[config.mk]
export PLATFORM = sky130hd
export DESIGN_NAME = source_line_classifier
export DESIGN_NICKNAME = d
export VERILOG_FILES = /design/src/rtl/core/slc_pkg.sv /design/src/rtl/core/slc_line_tracker.sv /design/src/rtl/core/slc_counters.sv /design/src/rtl/core/source_line_classifier.sv
export SDC_FILE = /design/constraint.sdc
export NUM_CORES = 1
export LEC_CHECK = 0
export BUFFER_PORTS_ARGS = -buffer_cell sky130_fd_sc_hd__buf_2
export CAP_MARGIN = 10
export CORE_ASPECT_RATIO = 1.75
export CORE_MARGIN = 3
export CORE_UTILIZATION = 52
export DETAILED_ROUTE_END_ITERATION = 12
export HOLD_SLACK_MARGIN = 0.1
export PLACE_DENSITY = 0.81
export SYNTH_ARGS = -nofsm -noshare
export SYNTH_HDL_FRONTEND = slang
export SYNTH_SLANG_ARGS = --single-unit
[constraint.sdc]
create_clock -name i_clk -period 6.67 [get_ports i_clk]
set_input_delay 1.334 -clock i_clk [delete_from_list [all_inputs] [get_ports i_clk]]
set_output_delay 1.334 -clock i_clk [all_outputs]
set_load 0.01 [all_outputs]
[src/rtl/core/slc_pkg.sv]
package slc_pkg;

    localparam int ACTION_WIDTH = 2;
    localparam int CLASS_WIDTH  = 3;
    localparam int BYTE_WIDTH   = 8;
    localparam int FIELD_WIDTH  = 32;

    // Item kinds carried on the input side.
    localparam logic [ACTION_WIDTH-1:0] ACT_CHAR = 2'd0;
    localparam logic [ACTION_WIDTH-1:0] ACT_EOL  = 2'd1;
    localparam logic [ACTION_WIDTH-1:0] ACT_FILE = 2'd2;

    // Line classes reported on the output side.
    localparam logic [CLASS_WIDTH-1:0] CLS_NONE    = 3'd0;
    localparam logic [CLASS_WIDTH-1:0] CLS_BLANK   = 3'd1;
    localparam logic [CLASS_WIDTH-1:0] CLS_COMMENT = 3'd2;
    localparam logic [CLASS_WIDTH-1:0] CLS_CODE    = 3'd3;
    localparam logic [CLASS_WIDTH-1:0] CLS_WHITE   = 3'd4;

    localparam logic [BYTE_WIDTH-1:0] CHR_QUOTE = 8'h22;
    localparam logic [BYTE_WIDTH-1:0] CHR_SLASH = 8'h2F;
    localparam logic [BYTE_WIDTH-1:0] CHR_STAR  = 8'h2A;
    localparam logic [BYTE_WIDTH-1:0] CHR_SPACE = 8'h20;
    localparam logic [BYTE_WIDTH-1:0] CHR_TAB   = 8'h09;
    localparam logic [BYTE_WIDTH-1:0] CHR_CR    = 8'h0D;

    // Counter update request from the line tracker to the counters.
    typedef struct packed {
        logic clear;
        logic code;
        logic comment;
        logic blank;
    } t_bump;

    function automatic logic is_ws(input logic [BYTE_WIDTH-1:0] c);
        return (c == CHR_SPACE) || ((c >= CHR_TAB) && (c <= CHR_CR));
    endfunction

endpackage

[src/rtl/core/slc_line_tracker.sv]
module slc_line_tracker (
    input  logic                             i_clk,
    input  logic                             i_rst_n,
    input  logic                             i_en,
    input  logic [slc_pkg::ACTION_WIDTH-1:0] i_action,
    input  logic [slc_pkg::BYTE_WIDTH-1:0]   i_byte,
    output logic [slc_pkg::CLASS_WIDTH-1:0]  o_class,
    output slc_pkg::t_bump                   o_bump
);
    import slc_pkg::*;

    logic                  r_ibc, r_iqs, r_code, r_comment, r_nonempty, r_skip, r_hvalid;
    logic [BYTE_WIDTH-1:0] r_held;
    logic                  n_ibc, n_iqs, n_code, n_comment, n_nonempty, n_skip, n_hvalid;
    logic [BYTE_WIDTH-1:0] n_held;
    logic                  f_code, f_comment;

    always_comb begin
        n_ibc      = r_ibc;
        n_iqs      = r_iqs;
        n_code     = r_code;
        n_comment  = r_comment;
        n_nonempty = r_nonempty;
        n_skip     = r_skip;
        n_hvalid   = r_hvalid;
        n_held     = r_held;
        f_code     = r_code;
        f_comment  = r_comment;
        o_class    = CLS_NONE;
        o_bump     = '0;
        unique case (i_action)
            ACT_CHAR: begin
                n_nonempty = 1'b1;
                if (!r_skip && !r_hvalid) begin
                    n_held   = i_byte;
                    n_hvalid = 1'b1;
                end else if (!r_skip) begin
                    // Judge the held character with the new byte as lookahead.
                    n_held = i_byte;
                    if (r_held == CHR_QUOTE && !r_ibc) begin
                        n_iqs  = !r_iqs;
                        n_code = 1'b1;
                    end
                    if (r_ibc) begin
                        n_comment = 1'b1;
                        if (r_held == CHR_STAR && i_byte == CHR_SLASH) begin
                            n_ibc    = 1'b0;
                            n_hvalid = 1'b0;
                            n_held   = '0;
                        end
                    end else if (is_ws(r_held)) begin
                        n_hvalid = 1'b1;
                    end else if (r_held == CHR_SLASH && i_byte == CHR_SLASH && !r_iqs) begin
                        n_comment = 1'b1;
                        n_skip    = 1'b1;
                        n_hvalid  = 1'b0;
                        n_held    = '0;
                    end else if (r_held == CHR_SLASH && i_byte == CHR_STAR && !r_iqs) begin
                        n_ibc     = 1'b1;
                        n_comment = 1'b1;
                        n_hvalid  = 1'b0;
                        n_held    = '0;
                    end else begin
                        n_code = 1'b1;
                    end
                end
            end
            ACT_EOL: begin
                // The held character has no successor here.
                if (r_hvalid && !r_skip) begin
                    if (r_ibc) begin
                        f_comment = 1'b1;
                    end else if (!is_ws(r_held)) begin
                        f_code = 1'b1;
                    end
                end
                if (!r_nonempty) begin
                    if (r_ibc) begin
                        o_class        = CLS_COMMENT;
                        o_bump.comment = 1'b1;
                    end else begin
                        o_class      = CLS_BLANK;
                        o_bump.blank = 1'b1;
                    end
                end else if (f_code) begin
                    o_class     = CLS_CODE;
                    o_bump.code = 1'b1;
                end else if (f_comment) begin
                    o_class        = CLS_COMMENT;
                    o_bump.comment = 1'b1;
                end else begin
                    o_class = CLS_WHITE;
                end
                n_iqs      = 1'b0;
                n_code     = 1'b0;
                n_comment  = 1'b0;
                n_nonempty = 1'b0;
                n_skip     = 1'b0;
                n_hvalid   = 1'b0;
                n_held     = '0;
            end
            ACT_FILE: begin
                n_ibc        = 1'b0;
                n_iqs        = 1'b0;
                n_code       = 1'b0;
                n_comment    = 1'b0;
                n_nonempty   = 1'b0;
                n_skip       = 1'b0;
                n_hvalid     = 1'b0;
                n_held       = '0;
                o_bump.clear = 1'b1;
            end
            default: begin
            end
        endcase
    end

    always_ff @(posedge i_clk) begin
        if (!i_rst_n) begin
            r_ibc      <= 1'b0;
            r_iqs      <= 1'b0;
            r_code     <= 1'b0;
            r_comment  <= 1'b0;
            r_nonempty <= 1'b0;
            r_skip     <= 1'b0;
            r_hvalid   <= 1'b0;
            r_held     <= '0;
        end else if (i_en) begin
            r_ibc      <= n_ibc;
            r_iqs      <= n_iqs;
            r_code     <= n_code;
            r_comment  <= n_comment;
            r_nonempty <= n_nonempty;
            r_skip     <= n_skip;
            r_hvalid   <= n_hvalid;
            r_held     <= n_held;
        end
    end

endmodule

[src/rtl/core/slc_counters.sv]
module slc_counters #(
    parameter int COUNT_WIDTH = 32
) (
    input  logic                   i_clk,
    input  logic                   i_rst_n,
    input  logic                   i_en,
    input  slc_pkg::t_bump         i_bump,
    output logic [COUNT_WIDTH-1:0] o_code,
    output logic [COUNT_WIDTH-1:0] o_comment,
    output logic [COUNT_WIDTH-1:0] o_blank
);
    import slc_pkg::*;

    localparam logic [COUNT_WIDTH-1:0] COUNT_MAX = '1;
    localparam logic [COUNT_WIDTH-1:0] COUNT_ONE = COUNT_WIDTH'(1);

    logic [COUNT_WIDTH-1:0] r_code, r_comment, r_blank;

    // Next values; they are also the counts reported with this item.
    always_comb begin
        o_code    = r_code;
        o_comment = r_comment;
        o_blank   = r_blank;
        if (i_bump.clear) begin
            o_code    = '0;
            o_comment = '0;
            o_blank   = '0;
        end else begin
            if (i_bump.code && r_code != COUNT_MAX) begin
                o_code = r_code + COUNT_ONE;
            end
            if (i_bump.comment && r_comment != COUNT_MAX) begin
                o_comment = r_comment + COUNT_ONE;
            end
            if (i_bump.blank && r_blank != COUNT_MAX) begin
                o_blank = r_blank + COUNT_ONE;
            end
        end
    end

    always_ff @(posedge i_clk) begin
        if (!i_rst_n) begin
            r_code    <= '0;
            r_comment <= '0;
            r_blank   <= '0;
        end else if (i_en) begin
            r_code    <= o_code;
            r_comment <= o_comment;
            r_blank   <= o_blank;
        end
    end

endmodule

[src/rtl/core/source_line_classifier.sv]
// An accepted item waits in the input register and is written into the result register,
//   which offers its result, once that register is free or being drained.
// Throughput: one item per cycle; while a result waits, the input register takes one
//   more item and the input side then stalls until the result is taken.
//   The per-character state update and the counter increment happen at the same edge.
// Reset: synchronous, active low; clears line state, lookahead, counters and valids.
module source_line_classifier #(
    parameter int COUNT_WIDTH = 32
) (
    input  logic         i_clk,
    input  logic         i_rst_n,
    input  logic         s_axis_tvalid,
    output logic         s_axis_tready,
    input  logic [7:0]   s_axis_tdata,   // [7:0] char_byte
    input  logic [1:0]   s_axis_tuser,   // [1:0] action
    output logic         m_axis_tvalid,
    input  logic         m_axis_tready,
    output logic [95:0]  m_axis_tdata,   // [31:0] code_count, [63:32] comment_count,
                                         // [95:64] blank_count
    output logic [2:0]   m_axis_tuser    // [2:0] line_class
);
    import slc_pkg::*;

    // Input register stage.
    logic                    r_in_valid;
    logic [ACTION_WIDTH-1:0] r_action;
    logic [BYTE_WIDTH-1:0]   r_byte;

    // Result register stage.
    logic                    r_out_valid;
    logic [CLASS_WIDTH-1:0]  r_class;
    logic [FIELD_WIDTH-1:0]  r_code, r_comment, r_blank;

    logic                    advance;
    logic [CLASS_WIDTH-1:0]  line_class;
    t_bump                   bump;
    logic [COUNT_WIDTH-1:0]  cnt_code, cnt_comment, cnt_blank;
    logic [FIELD_WIDTH-1:0]  fld_code, fld_comment, fld_blank;

    // The held item moves into the result register when that register is free
    // or being drained; the state of the line tracker updates at the same edge.
    assign advance       = r_in_valid && (!r_out_valid || m_axis_tready);
    assign s_axis_tready = !r_in_valid || advance;

    slc_line_tracker u_tracker (
        .i_clk    (i_clk),
        .i_rst_n  (i_rst_n),
        .i_en     (advance),
        .i_action (r_action),
        .i_byte   (r_byte),
        .o_class  (line_class),
        .o_bump   (bump)
    );

    slc_counters #(
        .COUNT_WIDTH (COUNT_WIDTH)
    ) u_counters (
        .i_clk     (i_clk),
        .i_rst_n   (i_rst_n),
        .i_en      (advance),
        .i_bump    (bump),
        .o_code    (cnt_code),
        .o_comment (cnt_comment),
        .o_blank   (cnt_blank)
    );

    // The reported counts are the low 32 bits of the counters, zero-extended if narrower.
    generate
        if (COUNT_WIDTH >= FIELD_WIDTH) begin : g_trunc
            assign fld_code    = cnt_code[FIELD_WIDTH-1:0];
            assign fld_comment = cnt_comment[FIELD_WIDTH-1:0];
            assign fld_blank   = cnt_blank[FIELD_WIDTH-1:0];
        end else begin : g_extend
            assign fld_code    = {{(FIELD_WIDTH-COUNT_WIDTH){1'b0}}, cnt_code};
            assign fld_comment = {{(FIELD_WIDTH-COUNT_WIDTH){1'b0}}, cnt_comment};
            assign fld_blank   = {{(FIELD_WIDTH-COUNT_WIDTH){1'b0}}, cnt_blank};
        end
    endgenerate

    always_ff @(posedge i_clk) begin
        if (!i_rst_n) begin
            r_in_valid <= 1'b0;
        end else if (s_axis_tready) begin
            r_in_valid <= s_axis_tvalid;
        end
    end

    always_ff @(posedge i_clk) begin
        if (s_axis_tvalid && s_axis_tready) begin
            r_action <= s_axis_tuser;
            r_byte   <= s_axis_tdata;
        end
    end

    always_ff @(posedge i_clk) begin
        if (!i_rst_n) begin
            r_out_valid <= 1'b0;
        end else if (advance) begin
            r_out_valid <= 1'b1;
        end else if (m_axis_tready) begin
            r_out_valid <= 1'b0;
        end
    end

    always_ff @(posedge i_clk) begin
        if (advance) begin
            r_class   <= line_class;
            r_code    <= fld_code;
            r_comment <= fld_comment;
            r_blank   <= fld_blank;
        end
    end

    assign m_axis_tvalid = r_out_valid;
    assign m_axis_tuser  = r_class;
    assign m_axis_tdata  = {r_blank, r_comment, r_code};

endmodule

==> results.toml, run 1 <==
[place]
placement.io_buffers = 114
gp_congestion = 0.906
place_worst_setup_slack_ns = 2.90
detailed_place_hpwl_mm = 18.0

[clock_network]
number_of_setup_buffers_added_after_cts = 0
cts_num_sinks = 222
numCtsBuffers = 20
cts.repair.resized = 0
clock_latency_ns = 0.51
tritoncts = "built"
clockBufferDepth = 3
clk_root_buffer_cell = "sky130_fd_sc_hd__clkbuf_16"
h-tree-depth = 1
worst_setup_hold_path_clk_slew_ns = 0.07
cts.hold.buffers_added = 0

[logic_synthesis]
netlist_area_before_placement_um2 = 11300
synth-main-ff-cell = "sky130_fd_sc_hd__dfxtp_1"
syn_nets = 1271
yosysWarnings = 0
async_set_or_reset_register_ratio_after_synthesis_pct = 0
post-synth-top-area-fraction_pct = 29.0
synth-edff-count = 109
ys_types = 66
synth_area_leader_cell = "sky130_fd_sc_hd__edfxtp_1"
netlist_instances = 1250
netlist_top_cells_area = "sky130_fd_sc_hd__edfxtp_1 (29%), sky130_fd_sc_hd__dfxtp_1 (20%), sky130_fd_sc_hd__nor2_1 (5.8%), sky130_fd_sc_hd__a21oi_1 (3.8%), sky130_fd_sc_hd__xnor2_1 (3.6%)"
ys_seq_elements = 222
synth_commonest_cells = "sky130_fd_sc_hd__nor2_1 (176), sky130_fd_sc_hd__dfxtp_1 (113), sky130_fd_sc_hd__edfxtp_1 (109)"
synth.yosys.seq_area_share_pct = 49.0
synthMostInstantiatedCell = "sky130_fd_sc_hd__nor2_1"
syn-mean-instance-area_um2 = 9.04

[detailed_routing]
drt.antenna.violating_nets = 0
via_count = 9697
detailed_route_wire_length_per_cell_um = 16.9
drt_first_iter_violations = 915
via_per_inst = 6.03
firstDrtPassIters = 5
drt_drc_violations_left = 0
drt-total-wl_mm = 27.2

[die]
start_util_pct = 53.5
fp.dieArea_um2 = 23600
core-area_um2 = 21100
floorplan.io_pins = 115
fp.dieH_um = 201
row_count = 70
die_w_um = 117

[worst_setup_path]
crit_slowest_cell = "sky130_fd_sc_hd__nor2_1"
critical_path_peak_fanout = 67
worst_path_dominant_cell_family = "simple AND/OR/NAND/NOR gates"
critical_path.n_buffers_inverters = 2
critical_path_class = "in -> reg"
crit_path_cell_trace = "buf_2 -> nor2b_1 -> nand2b_2 -> buf_4 -> nor2_1 -> nand3_1 -> nor4b_1 -> o31a_1"
endpoint_required_time_on_the_critical_path_ns = 7.11
worst_setup_path_end_kind = "flop"
worstSetupStartpointType = "primary input"
timing.critical_path.from = "m_axis_tready"
critical_path_arrival_ns = 3.81
worst_path_largest_cell_delay_ns = 0.67
r2r-start = "r_action[1]"

[global_routing]
first_global_vias = 9144
antenna_found_initial = 1
grt_first_pass_wirelength_mm = 44.4
grt_overflow_total = 0
all_layer_gr_usage_pct = 22.1
grt_start_max_net_pins = 91

[min_path]
min-delay-start = "u_tracker.r_held[7]"
holdCritPathClass = "reg -> reg"

[timing]
timing.fmax_mhz = 296
period_needed_ns = 3.38
relSlewSlack_pct = 28.0
tightestPinTransition_ns = 1.08
hold_violations = 0
fin_tns_setup_ns = 0
layout_setup_ws_ns = 3.29
grt_setup_unrepaired = "no"
finalSetupViolCount = 0
timing.final.max_slew_violations = 0
skew_ns = 0.0212
finalCritPeriodShare_pct = 50.6

[layout]
num-nets-final = 1328
post_route_cells_drive_above_1_share_pct = 13.4
layout.filler_cells = 1818
flow.area_growth_from_synthesis_pct = 12.2
number_of_inserted_diodes = 0

[flow_run]
max_cap_viol_count = 0

[run_status]
outcome = "finished clean"

[power]
p_leak_nw = 4.22
irDropWorstVdd_mv = 0.239
power.density_cell_area_nw_per_um2 = 226
[state kept, by name, summed over array words and instances, names as in the netlist]
signal                count
r_blank                  32
r_code                   32
r_comment                32
u_counters.r_blank       32
u_counters.r_code        32
u_counters.r_comment     32
r_byte                    8
u_tracker.r_held          8
m_axis_tuser              3
r_action                  2
m_axis_tvalid             1
r_in_valid                1
u_tracker.r_code          1
u_tracker.r_comment       1
u_tracker.r_hvalid        1
u_tracker.r_ibc           1
u_tracker.r_iqs           1
u_tracker.r_nonempty      1
u_tracker.r_skip          1
[layer usage]
metal	vias up	GRT usage [%]	share of wire, %
li1	4669	-	-
met1	4600	25.9	39
met2	332	39.3	51
met3	94	3.19	5.3
met4	2	11.4	4.8
met5	-	0	0.026
[path summary, 6_finish.rpt]
| kind | slack, ns | endpoint | cells past startpoint |
|---|---|---|---|
| hold reg to reg | 0.48 | u_tracker.r_held[7] | 1 |
| setup / recovery | 3.29 | u_counters.r_comment[4] | 8 |
| setup reg to reg | 3.40 | r_blank[27] | 8 |
| hold / removal | 0.48 | u_tracker.r_held[7] | 1 |
[placed cells by master, fill, tap and decap left out, drive strengths merged, types with 6 or more instances in the layout]
cell type	instances
a22o	10
nand3b	8
nand3	53
and3	20
nand4	32
nor4	19
nand2b	7
o31a	6
inv	19
nand2	103
a22oi	9
nor2	176
mux2i	6
a41oi	9
ha	7
nor3	32
o21a	8
nor2b	6
or4	8
a31oi	28
a21oi	87
o21ai	69
xnor2	47
edfxtp	109
dfxtp	113
clkbuf	24
buf	125
and2	13
o31ai	8
xor2	43
and4	20
or3	37
[stage by stage]
| stage | instances | instance area [um2] | util, % | hold WS [ns] | power, mW |
|---|---|---|---|---|---|
| after global routing | 1609 | 12700 | 60.1 | 0.490 | 2.96 |
| after detailed placement | 1573 | 12000 | 56.8 | 0.462 | 1.67 |
| after CTS | 1609 | 12700 | 60.1 | 0.480 | 2.89 |
| after floorplan | 1250 | 11300 | - | 0.434 | 1.61 |
| final | 1609 | 12700 | 60.1 | 0.481 | 2.87 |
| after global placement | 1573 | 12000 | 56.8 | 0.449 | 1.67 |
[power by group]
| group | switching, mW | internal (mW) |
|---|---|---|
| logic | 0.120 | 0.0463 |
| registers | 0.0139 | 1.46 |
| clock network | 0.514 | 0.709 |
[final cells by class]
class / instances / area [um2] / share of cell area (%)
Multi-Input combinational cell: 921 / 5370 / 42.3
Timing Repair Buffer: 125 / 653 / 5.15
Clock buffer: 24 / 547 / 4.31
Sequential cell: 222 / 5540 / 43.7
Inverter: 17 / 66.3 / 0.523
Tap cell: 288 / 360 / 2.84
Clock inverter: 12 / 151 / 1.19
[cell families (layout without fill, tap and decap cells)]
kind of cell	Yosys count	after routing	synth area share [%]
muxes	6	6	0.532
DFF	222	222	49.0
adders and majority gates	7	7	0.775
xor gates and xnor gates	90	90	6.98
buffers and inverters	107	178	3.68
and+or+nand+nor	554	554	24.7
AOI/OAI and AO/OA	264	264	14.3
Power figures use the tool's default switching activity.
==> run 2: changes to the inputs <==
- clock period: 6.67 -> 3.2 ns (I/O delays scaled with it)
==> run 2 against run 1 <==
Effect of this change: die area unchanged; sequential power increased by 110%; power increased by 110%; critical endpoint is now r_comment[11]; largest cell class unchanged.
==> results.toml, run 2 (synthesis results as in run 1) <==
[run_status]
outcome = "finished clean"

[timing]
finalCritPeriodShare_pct = 94.4
timing.final.max_slew_violations = 0
finalSetupViolCount = 0
skew_ns = 0.0130
fin_tns_setup_ns = 0
tightestPinTransition_ns = 0.811
timing.fmax_mhz = 331
relSlewSlack_pct = 45.9
period_needed_ns = 3.02
grt_setup_unrepaired = "no"
hold_violations = 0

[detailed_routing]
drt-total-wl_mm = 27.4
drt.antenna.violating_nets = 0
drt_drc_violations_left = 0
via_per_inst = 5.98
firstDrtPassIters = 5
via_count = 9757
drt_first_iter_violations = 812
detailed_route_wire_length_per_cell_um = 16.8

[global_routing]
grt_start_max_net_pins = 120
antenna_found_initial = 0
all_layer_gr_usage_pct = 22.4
grt_overflow_total = 0
grt_first_pass_wirelength_mm = 45.1
first_global_vias = 9478

[clock_network]
number_of_setup_buffers_added_after_cts = 0
clock_latency_ns = 0.50
cts_num_sinks = 222
clockBufferDepth = 3
clk_root_buffer_cell = "sky130_fd_sc_hd__clkbuf_16"
tritoncts = "built"
numCtsBuffers = 21
h-tree-depth = 1
worst_setup_hold_path_clk_slew_ns = 0.07

[place]
post_dp_cell_area_um2 = 12200
placement.io_buffers = 114
gp_congestion = 0.919
detailed_place_hpwl_mm = 18.2

[power]
irDropWorstVdd_mv = 0.445
fin_total_pwr_mw = 6.02
p_leak_nw = 4.35
power.density_cell_area_nw_per_um2 = 466

[layout]
post-route-cell-area_um2 = 12900
final_common_cell = "sky130_fd_sc_hd__nor2_1"
layout_common_cells = "sky130_fd_sc_hd__nor2_1 (176), sky130_fd_sc_hd__buf_2 (114), sky130_fd_sc_hd__dfxtp_1 (113)"
layout.filler_cells = 1795
number_of_inserted_diodes = 0
flow.area_growth_from_synthesis_pct = 14.3
num-nets-final = 1352
post_route_cells_drive_above_1_share_pct = 14.8

[worst_setup_path]
worst_path_dominant_cell_family = "simple AND/OR/NAND/NOR gates"
critical_path_arrival_ns = 3.25
worstSetupStartpointType = "flop"
worst-r2r-setup-slack_ns = 0.18
r2r-start = "u_tracker.r_held[1]"
reg2regPathDepth = 7
rr_endpoint = "r_comment[11]"
critical_path.n_buffers_inverters = 0
crit_slowest_cell = "sky130_fd_sc_hd__nor4_1"
endpoint_required_time_on_the_critical_path_ns = 3.43
critical_path_peak_fanout = 20
worst_path_largest_cell_delay_ns = 0.66
critical_path_class = "reg -> reg"
crit_path_cell_trace = "or4b_1 -> a21oi_2 -> o21bai_2 -> a41o_1 -> nor4_1 -> xnor2_1 -> nor2_1"
worst_setup_path_end_kind = "flop"

[die]
row_count = 70
floorplan.io_pins = 115
die_w_um = 117
fp.dieH_um = 201
fp.dieArea_um2 = 23600
start_util_pct = 53.5
core-area_um2 = 21100

[min_path]
timing.hold.worst_endpoint = "r_action[1]"
min-delay-start = "s_axis_tuser[1]"
timing.hold.worst_path_depth = 1
holdCritPathClass = "in -> reg"

[flow_run]
max_cap_viol_count = 0
[run 2: cell count changes in the layout (fill, tap and decap cells not counted), sizes merged]
cell      delta
clkbuf       +2
clkinvlp     -2
bufinv       +1
clkinv       +1
buf         +23
inv          -2
[run 2: layout make-up]
cell class / instances / area [um2] / share of cell area (%)
inverters: 17 / 66.3 / 0.514
repair buffers: 148 / 863 / 6.69
multi-input cells: 921 / 5390 / 41.7
flip-flops and latches: 222 / 5540 / 42.9
well taps: 288 / 360 / 2.79
clock buffers: 26 / 544 / 4.22
clock inverters: 10 / 153 / 1.18
[run 2: worst reg2reg max path, stage by stage (launching register included)]
cell and delay [ns]:
sky130_fd_sc_hd__dfxtp_1 0.36, sky130_fd_sc_hd__or4b_1 0.54, sky130_fd_sc_hd__a21oi_2 0.22, sky130_fd_sc_hd__o21bai_2 0.17, sky130_fd_sc_hd__a41o_1 0.55, sky130_fd_sc_hd__nor4_1 0.67, sky130_fd_sc_hd__xnor2_1 0.19, sky130_fd_sc_hd__nor2_1 0.05
[run 2: layer usage]
layer,global-route usage (%),wire [um]
met4,12.5,1270
met2,40.6,14100
met1,25.2,10700
met5,0,0
met3,3.07,1420
[run 2: report_power, final]
part / leakage, nW / total [mW] / internal [mW] / switching (mW)
sequential: 1.90 / 3.08 / 3.05 / 0.0275
combinational: 2.12 / 0.369 / 0.109 / 0.260
clock: 0.334 / 2.57 / 1.53 / 1.04
total: 4.35 / 6.02 / 4.69 / 1.33
[run 2: worst max path at each step]
| stage | slack [ns] | end | cells past startpoint | start |
|---|---|---|---|---|
| floorplan | 0.12 | u_counters.r_blank[11] | 8 | m_axis_tready |
| global placement | 0.19 | r_comment[31] | 7 | u_tracker.r_held[1] |
| detailed placement | 0.08 | r_comment[31] | 7 | u_tracker.r_held[1] |
| CTS | 0.07 | r_comment[31] | 7 | u_tracker.r_held[1] |
| global route | 0.03 | u_counters.r_comment[4] | 8 | u_tracker.r_held[1] |
| finish | 0.18 | r_comment[11] | 7 | u_tracker.r_held[1] |
[run 2: per-stage QoR]
stage                     setup slack, ns  util [%]  cells  hold WS [ns]
after detailed placement           0.0766      57.7   1595         0.454
after global routing               0.0252      61.2   1632         0.308
final                               0.178      61.2   1632         0.320
after global placement              0.190      57.7   1595         0.450
after floorplan                     0.124         -   1250         0.434
after CTS                          0.0698      61.0   1631         0.307
[run 2: timing repair]
item | in CTS | in global routing
hold buffers | 0 | 0
gates resized for setup | 0 | 4
endpoints found under the setup margin | 0 | 17
